$ cat src/hdl/ppfc_pkg.sv
`timescale 1ns / 1ps
// ----------------------------------------------------------------------------
// ppfc_pkg
// Shared types and fixed constants of the pH probe filter and converter.
// ----------------------------------------------------------------------------
package ppfc_pkg;

  // signed Q8.8 pH word, wide enough for every instant and averaged value
  typedef logic signed [15:0] ph_q8_t;
  // calibration offset, 1/256 pH units
  typedef logic signed [11:0] offset_t;
  // result field word
  typedef logic [12:0] out_word_t;

  // pH 7 in Q8.8
  localparam int PH_NEUTRAL_Q8 = 1792;
  // 2 * 32000: slope term of the pH formula, doubled for half-up rounding
  localparam int PH_SLOPE2     = 64000;
  // rounding addend factor (9 * N * F) and divisor factor (18 * N)
  localparam int PH_ROUND_K    = 9;
  localparam int PH_DIV_K      = 18;
  // bias that keeps the quotient operand non-negative
  localparam int PH_BIAS       = 4096;
  // output saturation limit
  localparam int PH_MAX_OUT    = 8191;
  // millivolt scale, doubled for half-up rounding
  localparam int MV_SCALE2     = 10000;

endpackage

$ cat src/hdl/ppfc_if.sv
`timescale 1ns / 1ps
// ----------------------------------------------------------------------------
// ppfc_if
// Valid/ready channels of the pH probe filter: samples, results, offset.
// ----------------------------------------------------------------------------
interface ppfc_in_if #(
  parameter int ADC_BITS = 10
);
  logic                valid;
  logic                ready;
  logic [ADC_BITS-1:0] adc_sample;

  modport source (output valid, output adc_sample, input ready);
  modport sink   (input valid, input adc_sample, output ready);
endinterface

interface ppfc_out_if;
  import ppfc_pkg::*;
  logic      valid;
  logic      ready;
  out_word_t ph_value;
  out_word_t probe_millivolts;

  modport source (output valid, output ph_value, output probe_millivolts, input ready);
  modport sink   (input valid, input ph_value, input probe_millivolts, output ready);
endinterface

interface ppfc_cfg_if;
  import ppfc_pkg::*;
  logic    valid;
  logic    ready;
  offset_t cal_offset;

  modport source (output valid, output cal_offset, input ready);
  modport sink   (input valid, input cal_offset, output ready);
endinterface

$ cat src/hdl/ppfc_cell.sv
`timescale 1ns / 1ps
// ----------------------------------------------------------------------------
// ppfc_cell
// One window entry: holds a sample and hands it to the next cell on a shift.
// ----------------------------------------------------------------------------
module ppfc_cell #(
  parameter int WIDTH = 10
) (
  input  logic             clk,
  input  logic             rst_n,
  input  logic             shift_en,
  input  logic [WIDTH-1:0] data_in,
  output logic [WIDTH-1:0] data_out
);

  logic [WIDTH-1:0] data_r;
  logic [WIDTH-1:0] data_nxt;

  assign data_nxt = shift_en ? data_in : data_r;

  // window starts out full of zeros
  always_ff @(posedge clk) begin
    if (!rst_n) begin
      data_r <= '0;
    end else begin
      data_r <= data_nxt;
    end
  end

  assign data_out = data_r;

endmodule

$ cat src/hdl/ppfc_convert.sv
`timescale 1ns / 1ps
// ----------------------------------------------------------------------------
// ppfc_convert
// Window sum to pH and millivolts: constant divides, second average, clamp.
// ----------------------------------------------------------------------------
module ppfc_convert #(
  parameter int WINDOW_LEN = 36,
  parameter int ADC_BITS   = 10,
  localparam int SUM_W     = $clog2(WINDOW_LEN * (1 << ADC_BITS))
) (
  input  logic               clk,
  input  logic               rst_n,
  input  logic               s_valid,
  output logic               s_ready,
  input  logic [SUM_W-1:0]   s_sum,
  input  ppfc_pkg::offset_t  offset,
  ppfc_out_if.source         out_ch
);
  import ppfc_pkg::*;

  localparam int NF   = WINDOW_LEN * (1 << ADC_BITS);
  localparam int DIVP = PH_DIV_K * WINDOW_LEN;
  localparam int T_W  = SUM_W + 20;
  localparam int U_W  = $clog2(137738 * WINDOW_LEN);
  localparam int A_W  = $clog2(5001 * WINDOW_LEN);
  localparam int M_W  = SUM_W + 15;

  localparam logic [13:0] MU = 14'((1 << U_W) / DIVP);
  localparam logic [13:0] MA = 14'((1 << A_W) / WINDOW_LEN);

  // stage valids and readiness
  logic v2_r, v3_r, out_valid_r;
  logic rdy2, rdy3, rdy_out;

  assign rdy_out = !out_valid_r || out_ch.ready;
  assign rdy3    = !v3_r || rdy_out;
  assign rdy2    = !v2_r || rdy3;
  assign s_ready = rdy2;

  // stage 2: biased pH dividend and millivolt dividend
  logic signed [SUM_W+1:0] dsum;
  logic signed [T_W-1:0]   tnum;
  logic signed [T_W-1:0]   tsh;
  logic [M_W-1:0]          mnum;
  logic [U_W-1:0]          u2_nxt, u2_r;
  logic [A_W-1:0]          a2_nxt, a2_r;

  always_comb begin
    dsum   = (SUM_W+2)'(NF) - ((SUM_W+2)'(s_sum) <<< 1);
    tnum   = T_W'(dsum) * T_W'(PH_SLOPE2) + T_W'(PH_ROUND_K * NF);
    tsh    = (tnum >>> ADC_BITS) + T_W'(PH_BIAS * DIVP);
    u2_nxt = U_W'(tsh);
    mnum   = M_W'(s_sum) * M_W'(MV_SCALE2) + M_W'(NF);
    a2_nxt = A_W'(mnum >> (ADC_BITS + 1));
  end

  // stage 3: reciprocal estimates, low by at most one
  logic [U_W+13:0] prod_u;
  logic [A_W+13:0] prod_a;
  logic [12:0]     qe3_nxt, qe3_r;
  logic [12:0]     ae3_nxt, ae3_r;
  logic [U_W-1:0]  u3_r;
  logic [A_W-1:0]  a3_r;

  always_comb begin
    prod_u  = (U_W+14)'(u2_r) * (U_W+14)'(MU);
    prod_a  = (A_W+14)'(a2_r) * (A_W+14)'(MA);
    qe3_nxt = 13'(prod_u >> U_W);
    ae3_nxt = 13'(prod_a >> A_W);
  end

  // stage 4: correction, instant pH, second average, clamp
  ph_q8_t           avg_r, avg_nxt;
  logic [U_W-1:0]   rem_u;
  logic [A_W-1:0]   rem_a;
  logic [12:0]      quo;
  logic [12:0]      mv;
  ph_q8_t           p_inst;
  ph_q8_t           seed;
  logic signed [16:0] sum2;
  out_word_t        ph_nxt;

  always_comb begin
    rem_u   = u3_r - U_W'(U_W'(qe3_r) * U_W'(DIVP));
    quo     = qe3_r + ((rem_u >= U_W'(DIVP)) ? 13'd1 : 13'd0);
    rem_a   = a3_r - A_W'(A_W'(ae3_r) * A_W'(WINDOW_LEN));
    mv      = ae3_r + ((rem_a >= A_W'(WINDOW_LEN)) ? 13'd1 : 13'd0);
    p_inst  = ph_q8_t'(PH_NEUTRAL_Q8) + ph_q8_t'(offset)
            + ph_q8_t'(signed'({3'b000, quo})) - ph_q8_t'(PH_BIAS);
    seed    = (avg_r == '0) ? p_inst : avg_r;
    sum2    = 17'(seed) + 17'(p_inst);
    avg_nxt = ph_q8_t'(sum2 >>> 1);
    if (avg_nxt < 0) begin
      ph_nxt = '0;
    end else if (avg_nxt > ph_q8_t'(PH_MAX_OUT)) begin
      ph_nxt = out_word_t'(PH_MAX_OUT);
    end else begin
      ph_nxt = out_word_t'(avg_nxt);
    end
  end

  out_word_t out_ph_r, out_mv_r;

  always_ff @(posedge clk) begin
    if (!rst_n) begin
      v2_r        <= 1'b0;
      v3_r        <= 1'b0;
      out_valid_r <= 1'b0;
      avg_r       <= '0;
    end else begin
      if (rdy2) begin
        v2_r <= s_valid;
      end
      if (rdy3) begin
        v3_r <= v2_r;
      end
      if (rdy_out) begin
        out_valid_r <= v3_r;
      end
      if (rdy_out && v3_r) begin
        avg_r <= avg_nxt;
      end
    end
  end

  always_ff @(posedge clk) begin
    if (rdy2) begin
      u2_r <= u2_nxt;
      a2_r <= a2_nxt;
    end
    if (rdy3) begin
      qe3_r <= qe3_nxt;
      ae3_r <= ae3_nxt;
      u3_r  <= u2_r;
      a3_r  <= a2_r;
    end
    if (rdy_out && v3_r) begin
      out_ph_r <= ph_nxt;
      out_mv_r <= mv;
    end
  end

  assign out_ch.valid            = out_valid_r;
  assign out_ch.ph_value         = out_ph_r;
  assign out_ch.probe_millivolts = out_mv_r;

endmodule

$ cat src/hdl/ph_probe_filter_convert.sv
`timescale 1ns / 1ps
// ----------------------------------------------------------------------------
// ph_probe_filter_convert
// Moving-average pH probe filter with linear conversion to pH and millivolts.
// ----------------------------------------------------------------------------
// One result transaction comes out for every sample transaction, in order.
// A new sample can be taken every cycle while the output side is free: the
// block is a four-register pipeline (window update, dividend build,
// reciprocal estimate, correction plus output register), and ready steps
// back through it, so bubbles fill up while a result waits at the output.
// The sample window is a chain of WINDOW_LEN cells that shift once per
// sample and are zeroed by reset, so the zeros count in the mean until the
// window has filled. The calibration offset is written through the cfg
// channel, which is always ready; write it only while idle.
// ----------------------------------------------------------------------------
module ph_probe_filter_convert #(
  parameter int WINDOW_LEN = 36,
  parameter int ADC_BITS   = 10
) (
  input  logic        clk,
  input  logic        rst_n,
  ppfc_in_if.sink     in_ch,
  ppfc_out_if.source  out_ch,
  ppfc_cfg_if.sink    cfg_ch
);
  import ppfc_pkg::*;

  localparam int SUM_W = $clog2(WINDOW_LEN * (1 << ADC_BITS));

  // calibration offset register
  offset_t offset_r;

  assign cfg_ch.ready = 1'b1;

  always_ff @(posedge clk) begin
    if (!rst_n) begin
      offset_r <= '0;
    end else if (cfg_ch.valid) begin
      offset_r <= cfg_ch.cal_offset;
    end
  end

  // stage 1 handshake: window state doubles as the stage register
  logic v1_r;
  logic conv_ready;
  logic in_acc;

  assign in_ch.ready = !v1_r || conv_ready;
  assign in_acc      = in_ch.valid && in_ch.ready;

  // first running average, seeded with the sample while it reads zero
  logic [ADC_BITS-1:0] raw_avg_r, raw_avg_nxt;
  logic [ADC_BITS-1:0] raw_seed;
  logic [ADC_BITS:0]   raw_sum;

  always_comb begin
    raw_seed    = (raw_avg_r == '0) ? in_ch.adc_sample : raw_avg_r;
    raw_sum     = {1'b0, raw_seed} + {1'b0, in_ch.adc_sample};
    raw_avg_nxt = raw_sum[ADC_BITS:1];
  end

  // window cell chain: newest enters cell 0, oldest leaves the last cell
  logic [ADC_BITS-1:0] tap [WINDOW_LEN];

  genvar gi;
  generate
    for (gi = 0; gi < WINDOW_LEN; gi++) begin : g_cell
      logic [ADC_BITS-1:0] cell_in;
      if (gi == 0) begin : g_head
        assign cell_in = raw_avg_nxt;
      end else begin : g_link
        assign cell_in = tap[gi-1];
      end
      ppfc_cell #(
        .WIDTH (ADC_BITS)
      ) u_cell (
        .clk      (clk),
        .rst_n    (rst_n),
        .shift_en (in_acc),
        .data_in  (cell_in),
        .data_out (tap[gi])
      );
    end
  endgenerate

  // running window sum: drop the oldest entry, add the new average
  logic [SUM_W-1:0] sum_r, sum_nxt;

  assign sum_nxt = sum_r - SUM_W'(tap[WINDOW_LEN-1]) + SUM_W'(raw_avg_nxt);

  always_ff @(posedge clk) begin
    if (!rst_n) begin
      v1_r      <= 1'b0;
      raw_avg_r <= '0;
      sum_r     <= '0;
    end else begin
      if (in_acc) begin
        v1_r      <= 1'b1;
        raw_avg_r <= raw_avg_nxt;
        sum_r     <= sum_nxt;
      end else if (conv_ready) begin
        v1_r <= 1'b0;
      end
    end
  end

  // conversion pipeline and output register
  ppfc_convert #(
    .WINDOW_LEN (WINDOW_LEN),
    .ADC_BITS   (ADC_BITS)
  ) u_convert (
    .clk     (clk),
    .rst_n   (rst_n),
    .s_valid (v1_r),
    .s_ready (conv_ready),
    .s_sum   (sum_r),
    .offset  (offset_r),
    .out_ch  (out_ch)
  );

endmodule

$ cat src/flat_wrapper.sv
// flat-port wrapper written by rule: the top's interface ports become plain ports
module ph_probe_filter_convert_flat import ppfc_pkg::*;
#(
  parameter int WINDOW_LEN = 36,
  parameter int ADC_BITS   = 10
)
  (clk, rst_n, in_ch_valid, in_ch_adc_sample, in_ch_ready, out_ch_valid, out_ch_ph_value, out_ch_probe_millivolts, out_ch_ready, cfg_ch_valid, cfg_ch_cal_offset, cfg_ch_ready);
  ppfc_in_if #(.ADC_BITS(ADC_BITS)) in_ch_i ();
  ppfc_out_if out_ch_i ();
  ppfc_cfg_if cfg_ch_i ();
  input  logic clk;
  input  logic rst_n;
  input wire logic [$bits(in_ch_i.valid)-1:0] in_ch_valid;
  input wire logic [$bits(in_ch_i.adc_sample)-1:0] in_ch_adc_sample;
  output wire logic [$bits(in_ch_i.ready)-1:0] in_ch_ready;
  output wire logic [$bits(out_ch_i.valid)-1:0] out_ch_valid;
  output wire logic [$bits(out_ch_i.ph_value)-1:0] out_ch_ph_value;
  output wire logic [$bits(out_ch_i.probe_millivolts)-1:0] out_ch_probe_millivolts;
  input wire logic [$bits(out_ch_i.ready)-1:0] out_ch_ready;
  input wire logic [$bits(cfg_ch_i.valid)-1:0] cfg_ch_valid;
  input wire logic [$bits(cfg_ch_i.cal_offset)-1:0] cfg_ch_cal_offset;
  output wire logic [$bits(cfg_ch_i.ready)-1:0] cfg_ch_ready;
  assign in_ch_i.valid = in_ch_valid;
  assign in_ch_i.adc_sample = in_ch_adc_sample;
  assign in_ch_ready = in_ch_i.ready;
  assign out_ch_valid = out_ch_i.valid;
  assign out_ch_ph_value = out_ch_i.ph_value;
  assign out_ch_probe_millivolts = out_ch_i.probe_millivolts;
  assign out_ch_i.ready = out_ch_ready;
  assign cfg_ch_i.valid = cfg_ch_valid;
  assign cfg_ch_i.cal_offset = cfg_ch_cal_offset;
  assign cfg_ch_ready = cfg_ch_i.ready;
  ph_probe_filter_convert #(.WINDOW_LEN(WINDOW_LEN), .ADC_BITS(ADC_BITS)) u_core (.clk(clk), .rst_n(rst_n), .in_ch(in_ch_i), .out_ch(out_ch_i), .cfg_ch(cfg_ch_i));
endmodule
$ cat config.mk
export PLATFORM = sky130hd
export DESIGN_NAME = ph_probe_filter_convert_flat
export DESIGN_NICKNAME = d
export VERILOG_FILES = /design/src/hdl/ppfc_pkg.sv /design/src/hdl/ppfc_if.sv /design/src/hdl/ppfc_cell.sv /design/src/hdl/ppfc_convert.sv /design/src/hdl/ph_probe_filter_convert.sv /design/src/flat_wrapper.sv
export SDC_FILE = /design/constraint.sdc
export NUM_CORES = 2
export LEC_CHECK = 0
export BUFFER_PORTS_ARGS = -buffer_cell sky130_fd_sc_hd__buf_2
export CORE_MARGIN = 2
export CORE_UTILIZATION = 39
export CTS_CLUSTER_SIZE = 12
export DETAILED_ROUTE_END_ITERATION = 6
export PLACE_DENSITY = 0.62
export SLEW_MARGIN = 20
export SYNTH_ARGS = -nofsm -noshare
export SYNTH_HDL_FRONTEND = slang
export SYNTH_SLANG_ARGS = --single-unit
export TNS_END_PERCENT = 1
$ cat constraint.sdc
create_clock -name clk -period 18.25 [get_ports clk]
set_clock_uncertainty 0.2 [all_clocks]
set_input_delay 2.7375 -clock clk [delete_from_list [all_inputs] [get_ports clk]]
set_output_delay 2.7375 -clock clk [all_outputs]
set_load 0.005 [all_outputs]
== Yosys cells after proc, flatten, opt, wreduce, memory -nomap -nowiden ==
Index checks and enable logic that the tools add are counted.
Storage, ports and cells
  register bits: 542
  input port bits: 27
  logic and storage cells: 96
  output and inout port bits: 29
Operators by class
  magnitude comparators: 4
  multiplexer cells: 7
  multipliers: 6
  add/sub/neg operators: 15
  reductions and logical operators: 13
Operators with widths (number)
  $mul A23 B14 Y36 const B: 1
  $add A33 B20 Y33 const B: 1
  $mul A18 B13 Y31 const B: 1
  $add A29 B16 Y29 const B: 1
  $add A13 B1 Y13: 2
  $mul A16 B10 Y25 const B: 1
  $mul A18 B8 Y24 const B: 1
  $add A23 B23 Y23 const B: 1
  $ge A23 B10 Y1 const B: 1
  $sub A23 B23 Y23: 1
  $mul A13 B7 Y20 const B: 1
  $ge A18 B6 Y1 const B: 1
  $sub A16 B17 Y18 const A: 1
  $sub A18 B18 Y18: 1
  $add A16 B16 Y17: 1
  $add A16 B10 Y16: 1
  $gt A16 B14 Y1 const B: 1
  $logic_not A16 Y1: 1
  $lt A16 B1 Y1 const B: 1
  $mul A13 B4 Y16 const B: 1
  $mux W16: 1
  $sub A15 B14 Y16 const B: 1
  $sub A16 B10 Y16: 1
  $add A13 B14 Y15: 1
  other kinds (10): 20

== Logic depth before layout (Yosys ltp) ==
  word-level depth: 11
  gate-level depth with buffers: 53
  depth with buffers taken out: 52

== Hierarchy ==
A second synthesis with hierarchy kept.
Unflattened totals
  cell total of the unflattened synthesis: 3883
  area, all modules: 40042.2 um2
Modules (own cells, without submodules)
  ppfc_convert: cells an instance 2429, area an instance 23750.3 um2, times used 1, sequential area each 4254.1 um2
  ppfc_cell: cells an instance 31, area an instance 374.1 um2, times used 36, sequential area each 200.2 um2
  ph_probe_filter_convert: cells an instance 338, area an instance 2824.0 um2, times used 1, sequential area each 780.7 um2

== Worst setup path before layout ==
Ideal clock, no wire load.
  path kind: reg2reg
  from: reg u_core.u_convert.qe3_r[3]
  to: reg u_core.u_convert.out_ph_r[10] (netlist: u_core.u_convert.out_ch.ph_value[10]) (data pin)
  required time: 17.780 ns
  setup time: 0.270 ns
  path buffers: 1
  cell stages (with the launch flop): 48
  data arrival time: 9.749 ns
  path slack: 8.031 ns
  period minus slack after synthesis: 10.219 ns
  cell sequence: edfxtp_1 > ha_1 > ha_1 > ha_1 > fa_1 > ha_1 > a21oi_1 > o21bai_1 > a21oi_1 > o21bai_1 > a2111o_1 > a31o_2 > a21oi_1 > xor2_1 > ha_1 > nor2b_1 > nor3_1 > a21oi_1 > [... 12 more ...] > a21oi_1 > o21bai_1 > a21oi_1 > o21bai_1 > a21oi_1 > o21bai_1 > a2111oi_0 > or3_1 > xor2_1 > a21o_1 > ha_1 > or3_1 > o21ai_0 > a21oi_1 > or3_1 > o21ai_0 > clkbuf_1 > a21oi_1
Between the ends
  longest elaborated chain between the ends: 11
  elaborated cells on any way between the ends: 12
  classes of those cells: add/sub: 5; mul: 1; order compare: 3; mux: 3
RTL lines
  start: declaration: RTL line ppfc_convert.sv:60  | logic [12:0] qe3_nxt, qe3_r;
  start signal: assignment: RTL line ppfc_convert.sv:132  | qe3_r <= qe3_nxt;
  $mul A13 B7 Y20: RTL line ppfc_convert.sv:84  | rem_u = u3_r - U_W'(U_W'(qe3_r) * U_W'(DIVP));
  $sub A23 B23 Y23: RTL line ppfc_convert.sv:84
  $ge A23 B10 Y1: RTL line ppfc_convert.sv:85  | quo = qe3_r + ((rem_u >= U_W'(DIVP)) ? 13'd1 : 13'd0);
  $mux W1: RTL line ppfc_convert.sv:85
  $add A13 B1 Y13 *: RTL line ppfc_convert.sv:85
  $add A13 B14 Y15 *: RTL line ppfc_convert.sv:89  | + ph_q8_t'(signed'({3'b000, quo})) - ph_q8_t'(PH_BIAS);
  $sub A15 B14 Y16 *: RTL line ppfc_convert.sv:89
  $mux W16: RTL line ppfc_convert.sv:90  | seed = (avg_r == '0) ? p_inst : avg_r;
  $add A16 B16 Y17 *: RTL line ppfc_convert.sv:91  | sum2 = 17'(seed) + 17'(p_inst);
  $gt A16 B14 Y1: RTL line ppfc_convert.sv:95  | end else if (avg_nxt > ph_q8_t'(PH_MAX_OUT)) begin
  $mux W13: RTL line ppfc_convert.sv:95
  end signal: assignment: RTL line ppfc_convert.sv:138  | out_ph_r <= ph_nxt;
  end: declaration: RTL line ppfc_convert.sv:102  | out_word_t out_ph_r, out_mv_r;
Mark *: on every way between the ends. The rest lies on a longest branch, timed or not.
A chain may end at the register's enable or synchronous reset.

== Worst setup path in the final report ==
  from: reg u_core.u_convert.qe3_r[2]
  to: reg u_core.u_convert.out_ph_r[9] (netlist: u_core.u_convert.out_ch.ph_value[9]) (data pin)
Same word-level chain as after synthesis.

==> results.toml <==
[drt]
firstDrtPassIters = 5
via_per_inst = 4.908
wl_microns = 74240
drt_iter0_drc = 1492
vias = 27190
wire_per_inst_microns = 13.40
ant_nets = 0
route.detailed.drc = 0

[setup_path]
r2r_slack_ps = 7090
r2r_end = "u_core.u_convert.out_ch.ph_value[9]"
critPathCaptureType = "flip-flop"
critPathLaunchType = "flip-flop"
cp_max_fo = 13
cp_common_cell = "ha_1"
critPathRequiredTime_ps = 18440
critical_path_class = "flip-flop to flip-flop"
r2r_start = "u_core.u_convert.qe3_r[2]"
r2r_cells = 49
critPathMaxStageDelay_ps = 500
slowest_stage = "edfxtp_1"
critPathArrivalTime_ps = 11350

[final_layout]
syn2layout_area_growth_pct = 9.070
fillerInstances = 9564
multiInputGateArea_sq_mm = 0.02339
final_cell_count_no_fill = 5541
drive_above_1_share = 0.04572
regArea_sq_mm = 0.01204
nets = 5017
n_antenna_cell = 0
design_area_sq_mm = 0.04147

[logic_synthesis]
synthesis.area_sq_mm = 0.03802
yosysSeqAreaShare = 0.3167
async_flop_share = 0
netlist_instances = 4239
synth_edf_count = 129
ys_warn_count = 0
synth_seq_cells = 537
avgSynthCellArea_sq_um = 8.969
synth.distinct_cells = 86
synth_ff_type = "dfxtp_1"
syn_nets = 5033

[die]
die_area_sq_mm = 0.1000
fp.dieW_microns = 316.2
rows = 114
start_util = 0.3931
dieHeight_microns = 316.2
io-pin-count = 56
core_area_sq_mm = 0.09671

[grt]
gr-usage-met3 = 0.01923
grt_pass1_wl_microns = 126600
use_met1 = 0.2074
grt_pass1_vias = 26360
busiest_layer = "met2"
antenna_found_initial = 0
overflow = 0
grtUsageTotal = 0.1508
grt_max_degree = 224
grt_util_met2 = 0.2508

[sta]
tns_ps = 0
setup_viol = 0
holdWs_ps = 232.6
rsz0062_at_grt = "no"
relSlewSlack = 0.3158
worst_pin_slew_ps = 1026
slew_viol_final = 0
max_freq_ghz = 0.08962
final_hold_viol_count = 0
layout_min_cycle_time_ps = 11160
fin_crit_sh = 0.6114

[clocking]
hold_buffers = 0
cts_max_level = 2
cts_tree = "done"
cts-root-buf = "clkbuf_16"
cts-resized-gates = 0
clk_path_buf_depth = 3
post-cts-setup-buffers = 0
cts_buffers = 60
clkSinkCount = 537
clk_latency_ps = 680
clkTransAtPathRegs_ps = 60

[placement]
hpwlAfterDp_microns = 55170
port_buffers = 54
placedCellCount = 5437
gp_congestion = 0.8315
placed_cell_area_sq_mm = 0.03948

[min_path]
hold_start = "u_core.g_cell[26].u_cell.data_out[4]"
hold_path_class = "flip-flop to flip-flop"
min_to = "u_core.g_cell[27].u_cell.data_out[4]"
worstHoldPathCells = 2

[run]
max-cap-violations = 0

[run_status]
status = "finished clean"
[per-stage QoR]
step | setup WS [ps] | util
after floorplan | 8031 | -
after global placement | 7297 | 0.4082
after detailed placement | 7141 | 0.4082
after CTS | 7080 | 0.4288
after global routing | 6151 | 0.4288
final | 7092 | 0.4288
[how the worst max path moves through the flow]
stage / startpoint / end / slack (ps) / cells after the start
after global placement: u_core.u_convert.qe3_r[5] / u_core.u_convert.out_ch.ph_value[1] / 7300 / 47
final: u_core.u_convert.qe3_r[2] / u_core.u_convert.out_ch.ph_value[9] / 7090 / 49
after CTS: u_core.u_convert.qe3_r[3] / u_core.u_convert.out_ch.ph_value[1] / 7080 / 47
after global routing: u_core.u_convert.qe3_r[2] / u_core.u_convert.out_ch.ph_value[8] / 6150 / 49
after floorplan: u_core.u_convert.qe3_r[3] / u_core.u_convert.out_ch.ph_value[10] / 8030 / 47
after detailed placement: u_core.u_convert.qe3_r[3] / u_core.u_convert.out_ch.ph_value[11] / 7140 / 47
[final cells by class]
| class | count | share of cell area |
|---|---|---|
| Sequential cell | 537 | 0.2904 |
| Clock buffer | 88 | 0.04221 |
| Clock inverter | 16 | 0.005733 |
| Tap cell | 1276 | 0.03850 |
| Inverter | 546 | 0.04960 |
| Multi-Input combinational cell | 3009 | 0.5640 |
| Timing Repair Buffer | 69 | 0.009535 |
[critical path, delay by kind of cell (launching register included)]
kind	cells	cell delay, ps
DFF	1	500
xor gates and xnor gates	2	260
buffers and inverters	2	310
adders and majority gates	12	3560
AOI/OAI and AO/OA	24	4050
and+or+nand+nor	9	2020
[synthesized netlist by cell type, types with 10 or more instances]
| cell | n | area, sq um |
|---|---|---|
| nand2_1 | 810 | 3040 |
| inv_1 | 544 | 2042 |
| ha_1 | 531 | 6644 |
| a21oi_1 | 492 | 2462 |
| dfxtp_1 | 408 | 8168 |
| fa_1 | 236 | 4725 |
| xnor2_1 | 150 | 1314 |
| clkbuf_1 | 140 | 525.5 |
| nor2_1 | 132 | 495.5 |
| edfxtp_1 | 129 | 3874 |
| o21ai_0 | 79 | 395.4 |
| a21o_1 | 70 | 525.5 |
| xor2_1 | 69 | 604.3 |
| nand3_1 | 46 | 230.2 |
| nor3_1 | 31 | 155.2 |
| o21a_1 | 30 | 225.2 |
| nor2b_1 | 27 | 168.9 |
| nand2b_1 | 24 | 150.1 |
| or3_1 | 20 | 125.1 |
| mux2i_1 | 19 | 190.2 |
| a211oi_1 | 18 | 135.1 |
| o21bai_1 | 18 | 135.1 |
| and3_1 | 15 | 93.84 |
| nand4_1 | 13 | 81.33 |
| nor4_1 | 11 | 68.82 |
| o211ai_1 | 10 | 75.07 |
[placed cells by master, fill, tap and decap left out, types with 62 or more instances in the layout]
| cell type | instances |
|---|---|
| fa_1 | 236 |
| edfxtp_1 | 129 |
| a21oi_1 | 492 |
| a21o_1 | 70 |
| dfxtp_1 | 408 |
| clkbuf_16 | 62 |
| nor2_1 | 132 |
| xnor2_1 | 150 |
| inv_1 | 544 |
| xor2_1 | 69 |
| o21ai_0 | 79 |
| nand2_1 | 808 |
| ha_1 | 531 |
[cells by family (layout without fill, tap and decap cells)]
| logic type | count (synthesis) | count (layout) | share of synthesized area |
|---|---|---|---|
| simple gates | 1170 | 1170 | 0.1295 |
| mux | 22 | 22 | 0.005891 |
| buf+inv | 693 | 719 | 0.06855 |
| flops | 537 | 537 | 0.3167 |
| compound gates | 828 | 828 | 0.1294 |
| fa+ha+maj | 768 | 768 | 0.2993 |
| xor+xnor | 219 | 219 | 0.05045 |
| other cells | 2 | 2 | 0.0001975 |
[registers in the layout (all words and copies together), names as in the netlist, 12 cells and up]
| name | count |
|---|---|
| u_core.g_cell.u_cell.data_out | 350 |
| u_core.u_convert.u2_r | 23 |
| u_core.u_convert.qe3_r | 13 |
| u_core.u_convert.avg_r | 16 |
| u_core.u_convert.u3_r | 20 |
| u_core.u_convert.ae3_r | 13 |
| u_core.offset_r | 12 |
| u_core.u_convert.out_ch.probe_millivolts | 13 |
| u_core.u_convert.a3_r | 16 |
| u_core.sum_r | 16 |
| u_core.u_convert.a2_r | 18 |
| u_core.u_convert.out_ch.ph_value | 13 |
[metal layers]
metal	routed length, microns	vias up
met5	0	-
met3	2447	87
met1	36020	12850
met2	34240	277
met4	1536	0
li1	-	13980
Power is left out: the tool's default activity adds up to more than one toggle a clock period on the data nets, which glitch-free logic cannot reach.
